`config.mk`:
```
export PLATFORM = sky130hd
export DESIGN_NAME = rgb_to_hsv_converter_unit
export DESIGN_NICKNAME = d
export VERILOG_FILES = /design/src/rtl/rhc_pkg.sv /design/src/rtl/rhc_front.sv /design/src/rtl/rhc_cell.sv /design/src/rtl/rgb_to_hsv_converter_unit.sv
export SDC_FILE = /design/constraint.sdc
export NUM_CORES = 2
export LEC_CHECK = 0
export BUFFER_PORTS_ARGS = -buffer_cell sky130_fd_sc_hd__buf_2
export CORE_ASPECT_RATIO = 1.4
export CORE_MARGIN = 4
export CORE_UTILIZATION = 43
export DETAILED_ROUTE_END_ITERATION = 8
export SLEW_MARGIN = 20
export SYNTH_ARGS = -nofsm -noshare
export SYNTH_HDL_FRONTEND = slang
export SYNTH_HIERARCHICAL = 1
export SYNTH_SLANG_ARGS = --single-unit
```
`constraint.sdc`:
```
create_clock -name clk -period 86.8 [get_ports clk]
set_clock_uncertainty 0.1 [all_clocks]
set_input_delay 4.34 -clock clk [delete_from_list [all_inputs] [get_ports clk]]
set_output_delay 4.34 -clock clk [all_outputs]
set_load 0.03 [all_outputs]
```
`src/rtl/rhc_pkg.sv`:
```
// Shared types and constants for the RGB to HSV converter.
// No dependencies; imported by rhc_front, rhc_cell and the top level.
package rhc_pkg;

	localparam int unsigned CHAN_W = 8;   // one color channel
	localparam int unsigned SAT_W = 16;   // saturation field and its quotient
	localparam int unsigned HUE_W = 16;   // hue field
	localparam int unsigned DIV_W = 11;   // 6*delta, at most 1530
	localparam int unsigned NUM_W = 13;   // signed hue numerator before wrap

	// hue sector offsets and the full turn, in units of delta
	localparam int unsigned SEC_G = 2;
	localparam int unsigned SEC_B = 4;
	localparam int unsigned SEC_TURN = 6;

	typedef struct packed {
		logic              valid;
		logic              grey;
		logic [CHAN_W-1:0] brightness;
	} rhc_ctl_t;

endpackage

```
`src/rtl/rhc_front.sv`:
```
// Front stage: max/min, sector numerator with wrap, and the seed values
// for both division chains. Depends on rhc_pkg.
module rhc_front import rhc_pkg::*; (
	input  logic              clk,
	input  logic              arst_n,
	input  logic              en,
	input  logic              in_valid,
	input  logic [CHAN_W-1:0] red,
	input  logic [CHAN_W-1:0] green,
	input  logic [CHAN_W-1:0] blue,
	output rhc_ctl_t          ctl_s1,
	output logic [DIV_W-1:0]  hue_rem_s1,
	output logic [DIV_W-1:0]  hue_div_s1,
	output logic [CHAN_W-1:0] sat_rem_s1,
	output logic [CHAN_W-1:0] sat_div_s1,
	output logic [SAT_W-1:0]  sat_low_s1
);

	logic [CHAN_W-1:0] hi;
	logic [CHAN_W-1:0] lo;
	logic [CHAN_W-1:0] delta;
	logic [NUM_W-1:0]  d_ext;
	logic [NUM_W-1:0]  n_raw;
	logic [NUM_W-1:0]  n_wrap;
	logic [DIV_W-1:0]  d6;

	always_comb begin
		hi = (red > green) ? red : green;
		hi = (hi > blue) ? hi : blue;
		lo = (red < green) ? red : green;
		lo = (lo < blue) ? lo : blue;
		delta = hi - lo;
		d_ext = NUM_W'(delta);
		d6 = DIV_W'(d_ext * NUM_W'(SEC_TURN));
		// red wins ties, then green; two's complement at NUM_W bits
		if (red == hi) begin
			n_raw = NUM_W'(green) - NUM_W'(blue);
		end else if (green == hi) begin
			n_raw = d_ext * NUM_W'(SEC_G) + NUM_W'(blue) - NUM_W'(red);
		end else begin
			n_raw = d_ext * NUM_W'(SEC_B) + NUM_W'(red) - NUM_W'(green);
		end
		n_wrap = n_raw[NUM_W-1] ? (n_raw + NUM_W'(d6)) : n_raw;
	end

	always_ff @(posedge clk or negedge arst_n) begin
		if (!arst_n) begin
			ctl_s1 <= '0;
		end else if (en) begin
			ctl_s1.valid <= in_valid;
			ctl_s1.grey <= (delta == '0);
			ctl_s1.brightness <= hi;
		end
	end

	// delta*65535 = (delta-1)*2^16 + (2^16-delta): seed remainder and low bits
	always_ff @(posedge clk) begin
		if (en) begin
			hue_rem_s1 <= n_wrap[DIV_W-1:0];
			hue_div_s1 <= d6;
			sat_rem_s1 <= delta - CHAN_W'(1);
			sat_div_s1 <= hi;
			sat_low_s1 <= SAT_W'(0) - SAT_W'(delta);
		end
	end

endmodule

```
`src/rtl/rhc_cell.sv`:
```
// One divider cell: hue and saturation restoring steps, each passed through
// when disabled, then the stage register. Depends on rhc_pkg.
module rhc_cell import rhc_pkg::*; #(
	parameter int unsigned QH_W = 16,
	parameter bit          HUE_ON = 1'b1,
	parameter bit          SAT_ON = 1'b1
) (
	input  logic              clk,
	input  logic              arst_n,
	input  logic              en,
	input  rhc_ctl_t          ctl_i,
	input  logic [DIV_W-1:0]  hue_rem_i,
	input  logic [DIV_W-1:0]  hue_div_i,
	input  logic [QH_W-1:0]   hue_quo_i,
	input  logic [CHAN_W-1:0] sat_rem_i,
	input  logic [CHAN_W-1:0] sat_div_i,
	input  logic [SAT_W-1:0]  sat_low_i,
	input  logic [SAT_W-1:0]  sat_quo_i,
	output rhc_ctl_t          ctl_q,
	output logic [DIV_W-1:0]  hue_rem_q,
	output logic [DIV_W-1:0]  hue_div_q,
	output logic [QH_W-1:0]   hue_quo_q,
	output logic [CHAN_W-1:0] sat_rem_q,
	output logic [CHAN_W-1:0] sat_div_q,
	output logic [SAT_W-1:0]  sat_low_q,
	output logic [SAT_W-1:0]  sat_quo_q
);

	logic [DIV_W:0]    h_two;
	logic              h_bit;
	logic [DIV_W-1:0]  h_rem;
	logic [QH_W-1:0]   h_quo;
	logic [CHAN_W:0]   s_two;
	logic              s_bit;
	logic [CHAN_W-1:0] s_rem;
	logic [SAT_W-1:0]  s_low;
	logic [SAT_W-1:0]  s_quo;

	always_comb begin
		h_two = {hue_rem_i, 1'b0};
		h_bit = (h_two >= {1'b0, hue_div_i});
		if (HUE_ON) begin
			h_rem = h_bit ? DIV_W'(h_two - {1'b0, hue_div_i}) : h_two[DIV_W-1:0];
			h_quo = {hue_quo_i[QH_W-2:0], h_bit};
		end else begin
			h_rem = hue_rem_i;
			h_quo = hue_quo_i;
		end

		s_two = {sat_rem_i, sat_low_i[SAT_W-1]};
		s_bit = (s_two >= {1'b0, sat_div_i});
		if (SAT_ON) begin
			s_rem = s_bit ? CHAN_W'(s_two - {1'b0, sat_div_i}) : s_two[CHAN_W-1:0];
			s_low = {sat_low_i[SAT_W-2:0], 1'b0};
			s_quo = {sat_quo_i[SAT_W-2:0], s_bit};
		end else begin
			s_rem = sat_rem_i;
			s_low = sat_low_i;
			s_quo = sat_quo_i;
		end
	end

	always_ff @(posedge clk or negedge arst_n) begin
		if (!arst_n) begin
			ctl_q <= '0;
		end else if (en) begin
			ctl_q <= ctl_i;
		end
	end

	always_ff @(posedge clk) begin
		if (en) begin
			hue_rem_q <= h_rem;
			hue_div_q <= hue_div_i;
			hue_quo_q <= h_quo;
			sat_rem_q <= s_rem;
			sat_div_q <= sat_div_i;
			sat_low_q <= s_low;
			sat_quo_q <= s_quo;
		end
	end

`ifndef SYNTH
	// partial remainders stay below their divisors for colored pixels
	a_hue_rem: assert property (@(posedge clk) disable iff (!arst_n)
		ctl_q.valid && !ctl_q.grey |-> hue_rem_q < hue_div_q)
		else $error("hue remainder not below divisor");
	a_sat_rem: assert property (@(posedge clk) disable iff (!arst_n)
		ctl_q.valid && !ctl_q.grey |-> sat_rem_q < sat_div_q)
		else $error("saturation remainder not below divisor");
`endif

endmodule

```
`src/rtl/rgb_to_hsv_converter_unit.sv`:
```
// RGB to HSV converter, top level: front stage plus a chain of divider cells.
// The chain holds one cell per quotient bit of the longer division.
// Throughput: one pixel per cycle; the chain advances whenever the output
// register is empty or being taken. Reset clears only the valid, grey and brightness fields.
// Depends on rhc_pkg, rhc_front, rhc_cell.
module rgb_to_hsv_converter_unit import rhc_pkg::*; #(
	parameter int unsigned FRACTION_BITS = 16
) (
	input  logic              clk,
	input  logic              arst_n,
	input  logic              in_valid,
	output logic              in_ready,
	input  logic [CHAN_W-1:0] red,
	input  logic [CHAN_W-1:0] green,
	input  logic [CHAN_W-1:0] blue,
	output logic              out_valid,
	input  logic              out_ready,
	output logic [HUE_W-1:0]  hue,
	output logic [SAT_W-1:0]  saturation,
	output logic [CHAN_W-1:0] brightness
);

	localparam int unsigned STEPS = (FRACTION_BITS > SAT_W) ? FRACTION_BITS : SAT_W;

	logic                     en;
	rhc_ctl_t                 ctl      [0:STEPS];
	logic [DIV_W-1:0]         hue_rem  [0:STEPS];
	logic [DIV_W-1:0]         hue_div  [0:STEPS];
	logic [FRACTION_BITS-1:0] hue_quo  [0:STEPS];
	logic [CHAN_W-1:0]        sat_rem  [0:STEPS];
	logic [CHAN_W-1:0]        sat_div  [0:STEPS];
	logic [SAT_W-1:0]         sat_low  [0:STEPS];
	logic [SAT_W-1:0]         sat_quo  [0:STEPS];
	logic [HUE_W-1:0]         hue_clip;

	assign en = !ctl[STEPS].valid || out_ready;
	assign in_ready = en;

	rhc_front u_front (
		.clk        (clk),
		.arst_n     (arst_n),
		.en         (en),
		.in_valid   (in_valid),
		.red        (red),
		.green      (green),
		.blue       (blue),
		.ctl_s1     (ctl[0]),
		.hue_rem_s1 (hue_rem[0]),
		.hue_div_s1 (hue_div[0]),
		.sat_rem_s1 (sat_rem[0]),
		.sat_div_s1 (sat_div[0]),
		.sat_low_s1 (sat_low[0])
	);

	assign hue_quo[0] = '0;
	assign sat_quo[0] = '0;

	// the shorter division idles in the leading cells so both end together
	for (genvar i = 0; i < STEPS; i++) begin : g_cell
		rhc_cell #(
			.QH_W   (FRACTION_BITS),
			.HUE_ON (i >= STEPS - FRACTION_BITS),
			.SAT_ON (i >= STEPS - SAT_W)
		) u_cell (
			.clk       (clk),
			.arst_n    (arst_n),
			.en        (en),
			.ctl_i     (ctl[i]),
			.hue_rem_i (hue_rem[i]),
			.hue_div_i (hue_div[i]),
			.hue_quo_i (hue_quo[i]),
			.sat_rem_i (sat_rem[i]),
			.sat_div_i (sat_div[i]),
			.sat_low_i (sat_low[i]),
			.sat_quo_i (sat_quo[i]),
			.ctl_q     (ctl[i+1]),
			.hue_rem_q (hue_rem[i+1]),
			.hue_div_q (hue_div[i+1]),
			.hue_quo_q (hue_quo[i+1]),
			.sat_rem_q (sat_rem[i+1]),
			.sat_div_q (sat_div[i+1]),
			.sat_low_q (sat_low[i+1]),
			.sat_quo_q (sat_quo[i+1])
		);
	end

	if (FRACTION_BITS > HUE_W) begin : g_hue_sat
		assign hue_clip = (|hue_quo[STEPS][FRACTION_BITS-1:HUE_W]) ? '1 :
			hue_quo[STEPS][HUE_W-1:0];
	end else begin : g_hue_ext
		assign hue_clip = HUE_W'(hue_quo[STEPS]);
	end

	assign out_valid = ctl[STEPS].valid;
	assign brightness = ctl[STEPS].brightness;
	assign hue = ctl[STEPS].grey ? '0 : hue_clip;
	assign saturation = ctl[STEPS].grey ? '0 : sat_quo[STEPS];

`ifndef SYNTH
	// any colored pixel has saturation of at least 65535/255
	a_sat_zero_grey: assert property (@(posedge clk) disable iff (!arst_n)
		out_valid && saturation == '0 |-> hue == '0)
		else $error("hue nonzero on grey pixel");
	a_black: assert property (@(posedge clk) disable iff (!arst_n)
		out_valid && brightness == '0 |-> saturation == '0 && hue == '0)
		else $error("black pixel with nonzero hue or saturation");
	a_sat_nonzero: assert property (@(posedge clk) disable iff (!arst_n)
		out_valid && !ctl[STEPS].grey |-> saturation != '0)
		else $error("colored pixel with zero saturation");
	a_stall_holds: assert property (@(posedge clk) disable iff (!arst_n)
		out_valid && !out_ready |-> !in_ready ##1
			(out_valid && $stable({hue, saturation, brightness})))
		else $error("chain advanced while output stalled");
`endif

endmodule
```
---- Word level (Yosys, flattened, before mapping) ----
Cells that the tools add are included.
cells by class
  muxes and demuxes ....................... 39
  div/mod/pow operators ................... 0
  shift operators ......................... 0
  multipliers ............................. 1
  bitwise gates (word level) .............. 0
  equality and inequality tests ........... 2
  order comparisons ....................... 36
  $add $sub $neg .......................... 39
  reductions and logical operators ........ 3
operators by type and width
  kind                                                                  count
  12-bit by 11-bit greater-or-equal comparator with 1-bit output        16
  11-bit two-way mux                                                    16
  11-bit subtractor                                                     15
  8-bit two-way mux                                                     19
  9-bit by 8-bit greater-or-equal comparator with 1-bit output          16
  8-bit subtractor                                                      16
  16-bit two-way mux                                                    2
  13-bit two-way mux                                                    2
  13-bit by 8-bit subtractor with 13-bit output                         2
  8-bit == test                                                         2
  8-bit greater-than comparator                                         2
  8-bit < comparator                                                    2
  10-bit by 8-bit adder with 11-bit output                              1
  11-bit adder                                                          1
  9-bit by 8-bit adder with 10-bit output                               1
  8-bit by 2-bit multiplier with 10-bit output (second input constant)  1
  1-bit by 8-bit subtractor with 9-bit output (first input constant)    1
  8-bit by 8-bit subtractor with 9-bit output                           1
  8-bit logical NOT                                                     1
  8-bit by 1-bit subtractor with 8-bit output (second input constant)   1
  1-bit logical NOT                                                     1
  1-bit logical OR                                                      1
word-level totals
  memories ................................ 0
  ROM bits ................................ 0
  word-level logic and storage cells ...... 298
  bits in latches ......................... 0
  bits in registers ....................... 1170
  RAM bits ................................ 0
  output and inout port bits .............. 42

---- Depth between registers and ports, before layout ----
  depth in word-level cells ............... 11
  gate-level depth with buffers ........... 45
  mapped depth without buffers ............ 43

---- Modules after synthesis ----
The synthesis kept the hierarchy.
modules (own cells, without submodules)
  module                            area an instance (um^2)  times used  cells an instance
  rhc_cell (g_cell[13].u_cell ...)  4150.2                   9           259
  rhc_cell (g_cell[0].u_cell ...)   4088.9                   7           273
  rhc_front                         6147.1                   1           666
  rgb_to_hsv_converter_unit         232.7                    1           37

---- Least setup slack after synthesis ----
No wires, ideal clock.
  kind .................................... in2reg
  from .................................... input port out_ready
  to ...................................... register u_front/ctl_s1[7] (netlist bit)
  buffers on the path ..................... 0
  data arrival time ....................... 42.450 ns
  data required time ...................... 86.501 ns
  setup time .............................. 0.199 ns
  slack ................................... 44.051 ns
  stages .................................. 2
  path through ............................ nand2b_1 -> mux2_2
on the way
  word-level cells in the longest chain between the ends .. 1
RTL lines
  what                RTL line                         source
  start: declaration  rgb_to_hsv_converter_unit.sv:17  input logic out_ready,
  1-bit logical OR    rgb_to_hsv_converter_unit.sv:36  assign en = !ctl[STEPS].valid || out_ready;
  end: declaration    rhc_front.sv:11                  output rhc_ctl_t ctl_s1,
Every way passes these cells.
A chain may end at the register's enable or synchronous reset.

---- Final worst setup path ----
  from .................................... input port red[0]
  to ...................................... register u_front.hue_rem_s1[10], data pin
on the way
  word-level cells in the longest chain between the ends .. 11
RTL lines
  what                                                                                                 RTL line                          source
  start: declaration                                                                                   rgb_to_hsv_converter_unit.sv:13   input logic [CHAN_W-1:0] red,
  8-bit greater-than comparator                                                                        rhc_front.sv:28                   hi = (red > green) ? red : green;
  8-bit two-way mux (*)                                                                                rhc_front.sv:28
  8-bit greater-than comparator                                                                        rhc_front.sv:29                   hi = (hi > blue) ? hi : blue;
  8-bit two-way mux (*)                                                                                rhc_front.sv:29
  via u_front.hi[0]                                                                                    rhc_front.sv:19                   logic [CHAN_W-1:0] hi;
  8-bit subtractor                                                                                     rhc_front.sv:32                   delta = hi - lo;
  10-bit by 8-bit adder with 11-bit output or 9-bit by 8-bit adder with 10-bit output (tied branches)  rhc_front.sv:41, rhc_front.sv:39
  13-bit by 8-bit subtractor with 13-bit output (on tied branches)                                     rhc_front.sv:41, rhc_front.sv:39
  13-bit two-way mux                                                                                   rhc_front.sv:38                   end else if (green == hi) begin
  13-bit two-way mux                                                                                   rhc_front.sv:36                   if (red == hi) begin
  11-bit adder                                                                                         rhc_front.sv:43                   n_wrap = n_raw[NUM_W-1] ? (n_raw + NUM_W'(d6)) : n_raw;
  11-bit two-way mux (*)                                                                               rhc_front.sv:43
  via u_front.n_wrap[10]                                                                               rhc_front.sv:24                   logic [NUM_W-1:0] n_wrap;
  end signal: assignment                                                                               rhc_front.sv:59                   hue_rem_s1 <= n_wrap[DIV_W-1:0];
  end: declaration                                                                                     rhc_front.sv:12                   output logic [DIV_W-1:0] hue_rem_s1,
The timed path passes the listed nets; every way through them passes the cells marked *.

==> results.json <==
{
  "max_clock_freq_mhz": 74.6,
  "start_util_pct": 43.3,
  "hpwl_um": 77700,
  "dieArea_um2": 145000,
  "min_period_ns": 13.40,
  "post_cts_buffers": 0,
  "htree_levels": 3,
  "cp.required_ns": 87.13,
  "reg2reg_depth": 5,
  "syn_area_um2": 59600,
  "cts_buffer_depth": 3,
  "cts_buffers": 114,
  "worst_pin_slew_ns": 1.04,
  "clk_pin_slew_ns": 0.06,
  "drt_pass1_iterations": 5,
  "path_class": "in -> reg",
  "drt_iter0_markers": 1515,
  "endpoint": "u_front/hue_rem_s1[10]",
  "drc": 0,
  "crit_family": "adder cells",
  "slew_headroom_pct": 30.7,
  "ctsRootBufferMaster": "clkbuf_16",
  "cp_num_buf_inv": 7,
  "fin_ws_ns": 73.40,
  "slowest_delay_ns": 0.54,
  "crit_top_cell": "a21oi_1",
  "met3_length_um": 2790,
  "top_layer_used": "met4",
  "cp-end-kind": "flop",
  "cp_slowest_cell": "fa_1",
  "avgSynthCellArea_um2": 13.4,
  "route.layer.met1.wl_um": 39000,
  "fp-row-count": 161,
  "cts.sinks": 1176,
  "grt_pass1_wl_um": 173000,
  "status": "completed",
  "reg2reg_from": "g_cell[15].u_cell/ctl_q[9]",
  "vias": 33000,
  "vias_per_cell": 5.16,
  "io_buffers": 69,
  "wl_per_cell_um": 16.6,
  "area_growth_pct": 9.88,
  "finalHoldViolations": 0,
  "grt_pass1_vias": 34300,
  "rsz0062_at_grt": "no",
  "rrSetupSlack_ns": 81.93,
  "yosysWarningCount": 6,
  "drt-total-wl_um": 106000,
  "antenna_found_initial": 1,
  "track_usage_pct": 14.7,
  "crit_start": "red[0]",
  "fin_setup_tns_ns": 0,
  "cts_tree": "yes",
  "postCtsResizedCells": 0,
  "rr_endpoint": "g_cell[14].u_cell/sat_rem_q[7]",
  "routabilityCongestion": 0.859,
  "cp_data_arrival_time_ns": 13.72,
  "finish.net_count": 4982,
  "postSynthCellCount": 4434,
  "setup_viol": 0,
  "wl_met2_um": 60200,
  "die_height_um": 448,
  "hold_buffers": 0,
  "drv_slew": 0,
  "pre_cts_ws_ns": 72.65,
  "ant_nets": 0,
  "io_pins": 70,
  "die_x_um": 323,
  "maxCapViolations": 0,
  "crit_fanout": 12,
  "drive_above_1_share_pct": 15.7,
  "synth.net_count": 4896,
  "min_period_over_period_pct": 15.4,
  "clock_latency_ns": 0.71,
  "critPathLaunchType": "primary input",
  "grt-ovfl-total": 0,
  "crit_cells": 41,
  "grt_max_degree": 189,
  "core_area_um2": 138000,
  "hp-class": "reg -> reg"
}
-- metal layers --
| metal | vias up | global-route usage, % |
|---|---|---|
| li1 | 16400 | - |
| met2 | 433 | 29.8 |
| met1 | 16000 | 14.9 |
| met5 | - | 0 |
| met4 | 0 | 6.49 |
| met3 | 228 | 1.80 |
-- worst register-to-register path, stage by stage (launching register included) --
cell and delay (ns):
dfrtp_1 0.41, nand2b_4 0.55, buf_4 0.78, buf_4 0.96, buf_4 0.83, buf_4 0.83
-- area by class of cell --
cell class / instances / area, um^2
sequential: 1176 / 34500
inverter: 512 / 1920
clock buffer: 149 / 3050
multi-input combinational: 2624 / 22400
timing repair buffer: 92 / 552
clock inverter: 62 / 778
fill: 12000 / 72100
tap: 1793 / 2240
antenna: 2 / 5.00
-- worst min path at each step --
stage / startpoint / to / slack [ns] / cells past startpoint
2_1_floorplan: u_front/sat_low_s1[2] / g_cell[0].u_cell/sat_low_q[3] / 0.30 / 0
3_3_place_gp: g_cell[6].u_cell/sat_quo_q[5] / g_cell[7].u_cell/sat_quo_q[6] / 0.30 / 0
3_5_place_dp: g_cell[9].u_cell/hue_quo_q[2] / g_cell[10].u_cell/hue_quo_q[3] / 0.30 / 0
4_1_cts: g_cell[4].u_cell/sat_low_q[5] / g_cell[5].u_cell/sat_low_q[6] / 0.30 / 0
5_1_grt: g_cell[4].u_cell/sat_low_q[5] / g_cell[5].u_cell/sat_low_q[6] / 0.31 / 0
6_report: g_cell[4].u_cell/sat_low_q[5] / g_cell[5].u_cell/sat_low_q[6] / 0.30 / 0
-- registers in the layout, summed over array words and instances (netlist names), 9 cells and up --
| signal | count |
|---|---|
| g_cell.u_cell/ctl_q | 160 |
| g_cell.u_cell/hue_div_q | 165 |
| g_cell.u_cell/hue_quo_q | 136 |
| g_cell.u_cell/hue_rem_q | 165 |
| g_cell.u_cell/sat_div_q | 120 |
| g_cell.u_cell/sat_low_q | 120 |
| g_cell.u_cell/sat_quo_q | 136 |
| g_cell.u_cell/sat_rem_q | 120 |
| u_front/ctl_s1 | 10 |
| u_front/hue_rem_s1 | 11 |
| u_front/sat_low_s1 | 9 |
-- per-stage QoR --
| step | util (%) | hold WS [ns] | cells | instance area, um^2 |
|---|---|---|---|---|
| finish | 47.6 | 0.302 | 6410 | 65500 |
| global route | 47.6 | 0.307 | 6409 | 65400 |
| CTS | 47.6 | 0.295 | 6408 | 65400 |
| detailed placement | 44.8 | 0.305 | 6197 | 61600 |
| global placement | 44.8 | 0.301 | 6197 | 61600 |
| floorplan | - | 0.300 | 4434 | 59600 |
-- cell usage in the layout (no fill, tap or decap), types with 18 or more instances in the layout --
cell type	n
o21ai_0	155
mux2i_1	55
clkbuf_1	28
xor2_1	81
nor2_1	135
nand3_1	41
xnor2_1	173
and3_1	34
a221oi_1	30
mux2_2	230
nor3_1	20
a21oi_1	219
o21bai_1	43
buf_4	21
o21ai_1	33
nand4_1	59
nor2b_1	64
o21a_1	51
clkbuf_16	114
dfrtp_1	169
nand2_1	164
edfxtp_1	1006
o211ai_1	18
inv_1	503
a21o_1	106
ha_1	383
mux2_4	96
a211oi_1	38
fa_1	51
buf_2	68
and2_1	26
a31oi_1	25
a21oi_2	48
Power is not shown: default switching activity piles up to over one toggle a cycle in this logic, so the estimate is an artifact.
